File: config.mk
export PLATFORM = sky130hd
export DESIGN_NAME = texture_slot_replacement
export DESIGN_NICKNAME = d
export VERILOG_FILES = /design/src/rtl/tsr_pkg.sv /design/src/rtl/tsr_ctrl.sv /design/src/rtl/tsr_dpath.sv /design/src/rtl/texture_slot_replacement.sv
export SDC_FILE = /design/constraint.sdc
export NUM_CORES = 1
export LEC_CHECK = 0
export BUFFER_PORTS_ARGS = -buffer_cell sky130_fd_sc_hd__buf_4
export CAP_MARGIN = 20
export CORE_MARGIN = 1
export CORE_UTILIZATION = 45
export CTS_CLUSTER_SIZE = 10
export DETAILED_ROUTE_END_ITERATION = 16
export PLACE_DENSITY_LB_ADDON = 0.1
export SYNTH_ARGS = -nofsm -noshare
export SYNTH_HDL_FRONTEND = slang
export SYNTH_HIERARCHICAL = 1
export SYNTH_SLANG_ARGS = --single-unit
export TNS_END_PERCENT = 30
File: constraint.sdc
create_clock -name i_clk -period 7.1 [get_ports i_clk]
set_input_delay 0.355 -clock i_clk [delete_from_list [all_inputs] [get_ports i_clk]]
set_output_delay 0.355 -clock i_clk [all_outputs]
set_load 0.03 [all_outputs]
File: src/rtl/tsr_pkg.sv
package tsr_pkg;

    // Default table size and fixed field widths.
    localparam int SLOT_COUNT_DEF = 16;
    localparam int ID_W           = 32;
    localparam int SLOT_OUT_W     = 4;

    // Result packing: slot_index, was_hit, evicted_valid, evicted_id, then zero fill.
    localparam int OUT_FIELDS_W = SLOT_OUT_W + 2 + ID_W;
    localparam int OUT_TDATA_W  = ((OUT_FIELDS_W + 7) / 8) * 8;

    // Commands from the controller to the datapath.
    typedef struct packed {
        logic load;     // capture the incoming texture id
        logic compare;  // match the id against every slot
        logic update;   // apply replacement and load the result register
    } t_dp_cmd;

endpackage

File: src/rtl/tsr_ctrl.sv
module tsr_ctrl (
    input  logic             i_clk,
    input  logic             i_rst_n,
    input  logic             i_s_axis_tvalid,
    output logic             o_s_axis_tready,
    output logic             o_m_axis_tvalid,
    input  logic             i_m_axis_tready,
    output tsr_pkg::t_dp_cmd o_cmd
);
    import tsr_pkg::*;

    localparam logic [1:0] S_IDLE = 2'd0;
    localparam logic [1:0] S_CMP  = 2'd1;
    localparam logic [1:0] S_UPD  = 2'd2;

    logic [1:0] r_state;
    logic [1:0] n_state;
    logic       r_out_valid;
    logic       n_out_valid;
    logic       w_accept;
    logic       w_out_free;

    assign w_accept   = i_s_axis_tvalid && (r_state == S_IDLE);
    // The result register can take a new item when empty or being drained.
    assign w_out_free = !r_out_valid || i_m_axis_tready;

    always_comb begin
        n_state       = r_state;
        n_out_valid   = r_out_valid && !i_m_axis_tready;
        o_cmd.load    = 1'b0;
        o_cmd.compare = 1'b0;
        o_cmd.update  = 1'b0;
        case (r_state)
            S_IDLE: begin
                if (w_accept) begin
                    o_cmd.load = 1'b1;
                    n_state    = S_CMP;
                end
            end
            S_CMP: begin
                o_cmd.compare = 1'b1;
                n_state       = S_UPD;
            end
            S_UPD: begin
                if (w_out_free) begin
                    o_cmd.update = 1'b1;
                    n_out_valid  = 1'b1;
                    n_state      = S_IDLE;
                end
            end
            default: begin
                n_state = S_IDLE;
            end
        endcase
    end

    always_ff @(posedge i_clk) begin
        if (!i_rst_n) begin
            r_state     <= S_IDLE;
            r_out_valid <= 1'b0;
        end else begin
            r_state     <= n_state;
            r_out_valid <= n_out_valid;
        end
    end

    assign o_s_axis_tready = (r_state == S_IDLE);
    assign o_m_axis_tvalid = r_out_valid;

endmodule

File: src/rtl/tsr_dpath.sv
module tsr_dpath #(
    parameter int SLOT_COUNT = tsr_pkg::SLOT_COUNT_DEF
) (
    input  logic                            i_clk,
    input  logic                            i_rst_n,
    input  tsr_pkg::t_dp_cmd                i_cmd,
    input  logic [tsr_pkg::ID_W-1:0]        i_texture_id,
    output logic [tsr_pkg::OUT_TDATA_W-1:0] o_result
);
    import tsr_pkg::*;

    localparam int SW = $clog2(SLOT_COUNT);

    logic [ID_W-1:0]       r_id;
    logic [ID_W-1:0]       r_resident [SLOT_COUNT];
    logic [SW-1:0]         r_order    [SLOT_COUNT];
    logic [SW-1:0]         n_order    [SLOT_COUNT];
    logic                  r_hit;
    logic [SW-1:0]         r_slot;
    logic                  n_hit;
    logic [SW-1:0]         n_slot;
    logic [SW-1:0]         w_victim;
    logic [ID_W-1:0]       w_old;
    logic                  w_zero;
    logic [SLOT_OUT_W-1:0] r_out_slot;
    logic                  r_out_hit;
    logic                  r_out_ev_valid;
    logic [ID_W-1:0]       r_out_ev_id;

    assign w_zero   = (r_id == '0);
    assign w_victim = r_order[SLOT_COUNT-1];
    assign w_old    = r_resident[w_victim];

    // Lowest matching slot; resident ids are unique, so at most one matches.
    always_comb begin
        n_hit  = 1'b0;
        n_slot = '0;
        for (int i = SLOT_COUNT - 1; i >= 0; i--) begin
            if (r_resident[i] == r_id) begin
                n_hit  = 1'b1;
                n_slot = SW'(i);
            end
        end
        if (w_zero) begin
            n_hit = 1'b0;
        end
    end

    // Next priority order: one-place swap on a hit, move-to-front on a miss.
    always_comb begin
        for (int i = 0; i < SLOT_COUNT; i++) begin
            n_order[i] = r_order[i];
            if (r_hit) begin
                if (i + 1 < SLOT_COUNT && r_order[(i + 1) % SLOT_COUNT] == r_slot) begin
                    n_order[i] = r_slot;
                end else if (i > 0 && r_order[i] == r_slot) begin
                    n_order[i] = r_order[(i + SLOT_COUNT - 1) % SLOT_COUNT];
                end
            end else if (i == 0) begin
                n_order[i] = w_victim;
            end else begin
                n_order[i] = r_order[(i + SLOT_COUNT - 1) % SLOT_COUNT];
            end
        end
    end

    always_ff @(posedge i_clk) begin
        if (i_cmd.load) begin
            r_id <= i_texture_id;
        end
        if (i_cmd.compare) begin
            r_hit  <= n_hit;
            r_slot <= n_slot;
        end
        if (i_cmd.update) begin
            if (w_zero) begin
                r_out_slot     <= '0;
                r_out_hit      <= 1'b0;
                r_out_ev_valid <= 1'b0;
                r_out_ev_id    <= '0;
            end else if (r_hit) begin
                r_out_slot     <= SLOT_OUT_W'(r_slot);
                r_out_hit      <= 1'b1;
                r_out_ev_valid <= 1'b0;
                r_out_ev_id    <= '0;
            end else begin
                r_out_slot     <= SLOT_OUT_W'(w_victim);
                r_out_hit      <= 1'b0;
                r_out_ev_valid <= (w_old != '0);
                r_out_ev_id    <= w_old;
            end
        end
    end

    always_ff @(posedge i_clk) begin
        if (!i_rst_n) begin
            for (int i = 0; i < SLOT_COUNT; i++) begin
                r_resident[i] <= '0;
                r_order[i]    <= SW'(i);
            end
        end else if (i_cmd.update && !w_zero) begin
            for (int i = 0; i < SLOT_COUNT; i++) begin
                r_order[i] <= n_order[i];
            end
            if (!r_hit) begin
                r_resident[w_victim] <= r_id;
            end
        end
    end

    assign o_result = OUT_TDATA_W'({r_out_ev_id, r_out_ev_valid, r_out_hit, r_out_slot});

endmodule

File: src/rtl/texture_slot_replacement.sv
// Each accepted item passes through capture, parallel tag compare and replacement
// update before its result is presented; a new item is taken only once the last
// has finished its update, and the update step waits only while a result is still untaken.
// Reset (synchronous, active low): every slot is empty and the priority order
// runs from slot 0 first to the last slot last; no result is pending.
module texture_slot_replacement #(
    parameter int SLOT_COUNT = tsr_pkg::SLOT_COUNT_DEF
) (
    input  logic                            i_clk,
    input  logic                            i_rst_n,
    // Input stream. tdata: [31:0] texture_id.
    input  logic                            i_s_axis_tvalid,
    output logic                            o_s_axis_tready,
    input  logic [tsr_pkg::ID_W-1:0]        i_s_axis_tdata,
    // Result stream. tdata: [3:0] slot_index, [4] was_hit, [5] evicted_valid,
    // [37:6] evicted_id, [39:38] zero.
    output logic                            o_m_axis_tvalid,
    input  logic                            i_m_axis_tready,
    output logic [tsr_pkg::OUT_TDATA_W-1:0] o_m_axis_tdata
);
    import tsr_pkg::*;

    // Commands from the sequencer into the slot table datapath.
    t_dp_cmd w_cmd;

    // The controller steps each item through capture, compare and update, and
    // owns the valid flag of the result register.
    tsr_ctrl u_ctrl (
        .i_clk           (i_clk),
        .i_rst_n         (i_rst_n),
        .i_s_axis_tvalid (i_s_axis_tvalid),
        .o_s_axis_tready (o_s_axis_tready),
        .o_m_axis_tvalid (o_m_axis_tvalid),
        .i_m_axis_tready (i_m_axis_tready),
        .o_cmd           (w_cmd)
    );

    // The datapath holds the resident ids, the priority order and the result
    // payload register.
    tsr_dpath #(
        .SLOT_COUNT (SLOT_COUNT)
    ) u_dpath (
        .i_clk        (i_clk),
        .i_rst_n      (i_rst_n),
        .i_cmd        (w_cmd),
        .i_texture_id (i_s_axis_tdata),
        .o_result     (o_m_axis_tdata)
    );

    // The block works on one item at a time, so it is busy right after an accept.
    a_busy_after_accept: assert property (
        @(posedge i_clk) disable iff (!i_rst_n)
        (i_s_axis_tvalid && o_s_axis_tready) |=> !o_s_axis_tready
    ) else $error("input accepted while an item was in flight");

    // A hit never reports an eviction.
    a_hit_no_evict: assert property (
        @(posedge i_clk) disable iff (!i_rst_n)
        (o_m_axis_tvalid && o_m_axis_tdata[4])
            |-> (!o_m_axis_tdata[5] && o_m_axis_tdata[37:6] == '0)
    ) else $error("hit result carries an eviction");

    // The eviction flag agrees with the evicted id being nonzero.
    a_evict_flag: assert property (
        @(posedge i_clk) disable iff (!i_rst_n)
        o_m_axis_tvalid |-> (o_m_axis_tdata[5] == (o_m_axis_tdata[37:6] != '0))
    ) else $error("eviction flag disagrees with evicted id");

endmodule

After elaboration in Yosys (flattened, before gate mapping)
Memory sizes are Yosys's and may differ from the RTL's.
Index checks and enable logic that the tools add are counted.
Storage, ports and cells
  output and inout bits: 42
  word-level logic and storage cells: 197
  memories: 2
  input port bits: 36
  register bits after elaboration: 78
  bits in writable memories: 576
Memory list
  u_dpath.r_resident: depth 16, bits a word 32, rd ports 17, clocked after Yosys merged registers in 0, wr ports 16, RTL line tsr_dpath.sv:15  | logic [ID_W-1:0] r_resident [SLOT_COUNT];
  u_dpath.r_order: depth 16, bits a word 4, rd ports 16, clocked after Yosys merged registers in 0, wr ports 16, RTL line tsr_dpath.sv:16  | logic [SW-1:0] r_order [SLOT_COUNT];
Cells by class
  mux-type cells: 116
  bitwise gates (word level): 16
  reduce and logical (&&, ||, !) cells: 16
  eq/ne operators: 35
Operators by type and width (count)
  $eq A32 B32 Y1: 16
  $mux W4: 72
  $eq A4 B4 Y1: 15
  $mux W1: 34
  $logic_not A32 Y1: 1
  $mux W32: 1
  $reduce_bool A32 Y1: 1
  $reduce_or A32 Y1: 1
  $or A1 B1 Y1: 16
  $mux W3: 4
  $mux W2: 4
  $reduce_or A8 Y1: 1
  $pmux W2 S3: 1
  $ne A2 B1 Y1 const B: 2
  $reduce_or A2 Y1: 2
  $reduce_or A4 Y1: 1
  $logic_and A1 B1 Y1: 3
  $logic_not A1 Y1: 3
  $eq A2 B1 Y1 const B: 1
  $eq A2 B2 Y1 const B: 1
  $logic_not A2 Y1: 1
  $reduce_and A2 Y1: 1
  $logic_or A1 B1 Y1: 1

Logic depth before layout (Yosys ltp)
An unclocked memory read counts as a cell.
  depth after elaboration: 18
  mapped depth: 11

Cells and area by module
Netlist, hierarchy kept.
Modules (own cells, without submodules)
  tsr_dpath: cells an instance 2687, seq. area each 19548.7 µm², area an instance 35327.6 µm², instances 1
  tsr_ctrl: cells an instance 13, seq. area each 60.1 µm², area an instance 138.9 µm², instances 1

Worst setup path before layout
No wires, ideal clock.
  path type: flip-flop to flip-flop
  start point: register u_ctrl.r_out_valid (netlist: u_ctrl/o_m_axis_tvalid)
  end point: memory u_dpath.r_resident[8][0], enable pin
  data required time: 6634 ps
  period minus slack after synthesis: 6238 ps
  cell stages (with the launch flop): 7
  setup time: 466 ps
  buffers on the path: 1
  slack: 862 ps
  data arrival time: 5773 ps
  cells stage by stage: dfxtp_1 nand2b_1 nor2b_1 o211ai_2 or4_1 buf_2 o21ai_0
RTL lines
  start, declared: RTL line tsr_ctrl.sv:18  | logic r_out_valid;
  start signal, assigned: RTL line tsr_ctrl.sv:63  | r_out_valid <= n_out_valid;
  end, declared: RTL line tsr_dpath.sv:15

==> results_dict.tcl <==
set metrics [dict create \
    ios 78 \
    async_flop_share 0 \
    core_um2 77700 \
    end_kind "register" \
    root_buffer "clkbuf_16" \
    drt_first_iter_violations 2659 \
    placed_area_um2 37000 \
    worst_pin_slew_ns 1.10 \
    ant_nets 0 \
    numCtsBuffers 79 \
    final_cell_mix "edfxtp_1 (651), and2_1 (515), xnor2_1 (336)" \
    syn_inst 2700 \
    rsz0062_at_grt "no" \
    dp_hpwl_um 77100 \
    crit_arrival_ns 4.55 \
    synthToLayoutAreaGrowth_pct 11.6 \
    slew_viol_final 0 \
    avgSynthCellArea_um2 13.1 \
    fp.dieH_um 283 \
    path_cells "buf_4 -> nor4_1 -> nand4_1 -> nor2_2 -> nor3b_4 -> nand3b_1 -> nor3_4 -> buf_4 -> nand2b_1 -> buf_4" \
    htreeDepth 3 \
    synthFlopType "edfxtp_1" \
    antenna_found_initial 2 \
    cp-start-kind "register" \
    cts_resized 0 \
    layout_commonest_cell "edfxtp_1" \
    dieArea_um2 79900 \
    antenna_cells 0 \
    power.internal_mw 6.83 \
    fillers 6686 \
    synth-simple-area-share 0.150 \
    grt_pass1_vias 21900 \
    synth_compound_area_frac 0.0235 \
    seqCellArea_um2 19600 \
    ys_ff_latch 654 \
    critical-path-max-stage-delay_ns 0.65 \
    drc_errors 0 \
    cap_violations 0 \
    nNetsFinal 2745 \
    cellLeakagePower_nw 14.2 \
    synth_fa_ha_area_frac 0 \
    synth_top_family_by_area "simple AND/OR/NAND/NOR gates" \
    layout_setup_ws_ns 2.83 \
    synth_xor_area_frac 0.141 \
    grt_max_degree 78 \
    final.setup.tns_ns 0 \
    drive_above_1_share 0.148 \
    hold_viol 0 \
    num_vias 22300 \
    groute.usage.overall 0.293 \
    synth_edf_count 651 \
    placement_rows 102 \
    cp_data_required_time_ns 7.38 \
    status "finished, final reports clean" \
    min_path_type "input pin to register" \
    skew_ns 0.0289 \
    synthMuxAreaShare 0.0979 \
    timing.final.crit_period_ns 4.27 \
    final_area_um2 39600 \
    wirelength_um 116000 \
    combPwrFrac 0.112 \
    setup_violations 0 \
    clkTransAtPathRegs_ns 0.05 \
    pwr-share-seq 0.491 \
    yosysWarnings 6 \
    grt.overflow.total 0 \
    gp_congestion 1.03 \
    fin_util 0.509 \
    slew_headroom 0.265 \
    cts_sinks 654 \
    portBuffers 75 \
    ys_seq_area_frac 0.553 \
    p_clk_frac 0.397 \
    crit_path_frequent_cell "buf_4" \
    max_freq_ghz 0.234 \
    powerDensity_nw_per_um2 232 \
    cp_max_fo 33 \
    via_per_inst 5.89 \
    multi_input_area_um2 14900 \
    die_x_um 283 \
    dr.pass1.iters 7 \
    synthesis.area_um2 35500 \
    peakVddDrop_v 0.000172 \
    wl_per_cell_um 30.7 \
    yosysUniqueCellTypes 45 \
    clock_path_buffers 3 \
    worst-setup-path-type "register to register" \
    min_period_over_period 0.601 \
    pre_cts_slack_ns 2.86 \
    crit_slowest_cell "nand2b_1" \
    start_util 0.456 \
    grt_pass1_wl_um 164000 \
    p_sw_frac 0.255 \
    clk_latency_ns 0.63 \
    cts_tree "yes" \
    netSwitchingPower_mw 2.34 \
]
[cell type report]
cell class / count / area share
repair buffers: 184 / 0.0377
clock buffers: 107 / 0.0536
well taps: 1040 / 0.0329
clock inverters: 14 / 0.00205
inverters: 11 / 0.00104
flip-flops and latches: 654 / 0.495
multi-input cells: 1779 / 0.377
[worst max-delay path, delay by kind of cell, from the launching register on]
family        cells  cell delay [ns]
buf+inv           3             1.22
flops             1             0.32
simple gates      7             2.30
[metal layers]
layer | part of all wire | GRT usage
met5 | 0.00016 | 0
met4 | 0.028 | 0.0823
met3 | 0.080 | 0.0595
met2 | 0.46 | 0.457
met1 | 0.43 | 0.415
[path summary, 6_finish.rpt]
path,from,to,slack (ns),cells past startpoint
max,u_dpath/r_id[24],u_dpath/r_resident[1][23],2.83,10
min,i_rst_n,u_ctrl/o_m_axis_tvalid,0.08,2
max reg2reg,u_dpath/r_id[24],u_dpath/r_resident[1][23],2.83,10
min reg2reg,u_dpath/r_order[1][26],u_dpath/r_order[1][30],0.55,1
[synth_stat cells, types with 2 or more instances]
library cell	number	area, um^2
edfxtp_1	651	19500
nor4_1	89	557
o21ai_0	17	85.1
nand4_1	108	676
buf_1	8	30.0
xor2_1	236	2070
nand3_1	2	10.0
nor3_2	4	40.0
or4_1	2	15.0
a22o_1	32	280
nor2_1	92	345
and2_1	515	3220
inv_1	11	41.3
buf_2	72	360
mux4_2	128	2880
buf_6	11	124
a31oi_1	5	31.3
a221oi_1	32	280
clkbuf_1	159	597
nor2b_1	12	75.1
nand2_1	60	225
buf_4	7	52.6
nand2b_1	12	75.1
a21oi_1	18	90.1
xnor2_1	336	2940
mux2i_1	59	591
o21a_1	2	15.0
dfxtp_1	3	60.1
[kinds of logic after synthesis]
kind of cell	count (synthesis)
and+or+nand+nor	906
DFF	654
xor gates and xnor gates	572
buffers and inverters	268
muxes	187
AOI/OAI and AO/OA	112
other	1
[flip-flops by register name, indices dropped and copies added (netlist names)]
register and count:
u_dpath/r_order 64, u_ctrl/o_m_axis_tvalid 1, u_dpath/r_resident 512, u_dpath/r_out_ev_valid 1
u_dpath/r_out_slot 4, u_dpath/r_out_hit 1, u_dpath/r_id 32, u_dpath/r_hit 1
u_dpath/r_out_ev_id 32, u_dpath/r_slot 4, u_ctrl/r_state 2
[metrics by stage]
stage / hold WS (ns) / power (mW) / cells
after global routing: 0.0658 / 9.42 / 3789
after detailed placement: 0.535 / 5.58 / 3635
after floorplan: 0.454 / 5.19 / 2701
after CTS: 0.0426 / 9.21 / 3788
final: 0.0778 / 9.17 / 3789
after global placement: 0.510 / 5.57 / 3635
[power groups by stage]
stage | Sequential [mW] | Clock (mW) | Combinational [mW]
floorplan | 4.55 | 0 | 0.634
global placement | 4.57 | 0 | 1.01
detailed placement | 4.57 | 0 | 1.00
CTS | 4.49 | 3.69 | 1.02
global route | 4.51 | 3.84 | 1.07
finish | 4.50 | 3.64 | 1.03
[repair_timing]
item,CTS,global route
setup buffers,0,0
hold endpoints to repair,32,0
hold buffers,32,0
No activity file was read; power rests on OpenSTA's default activity.
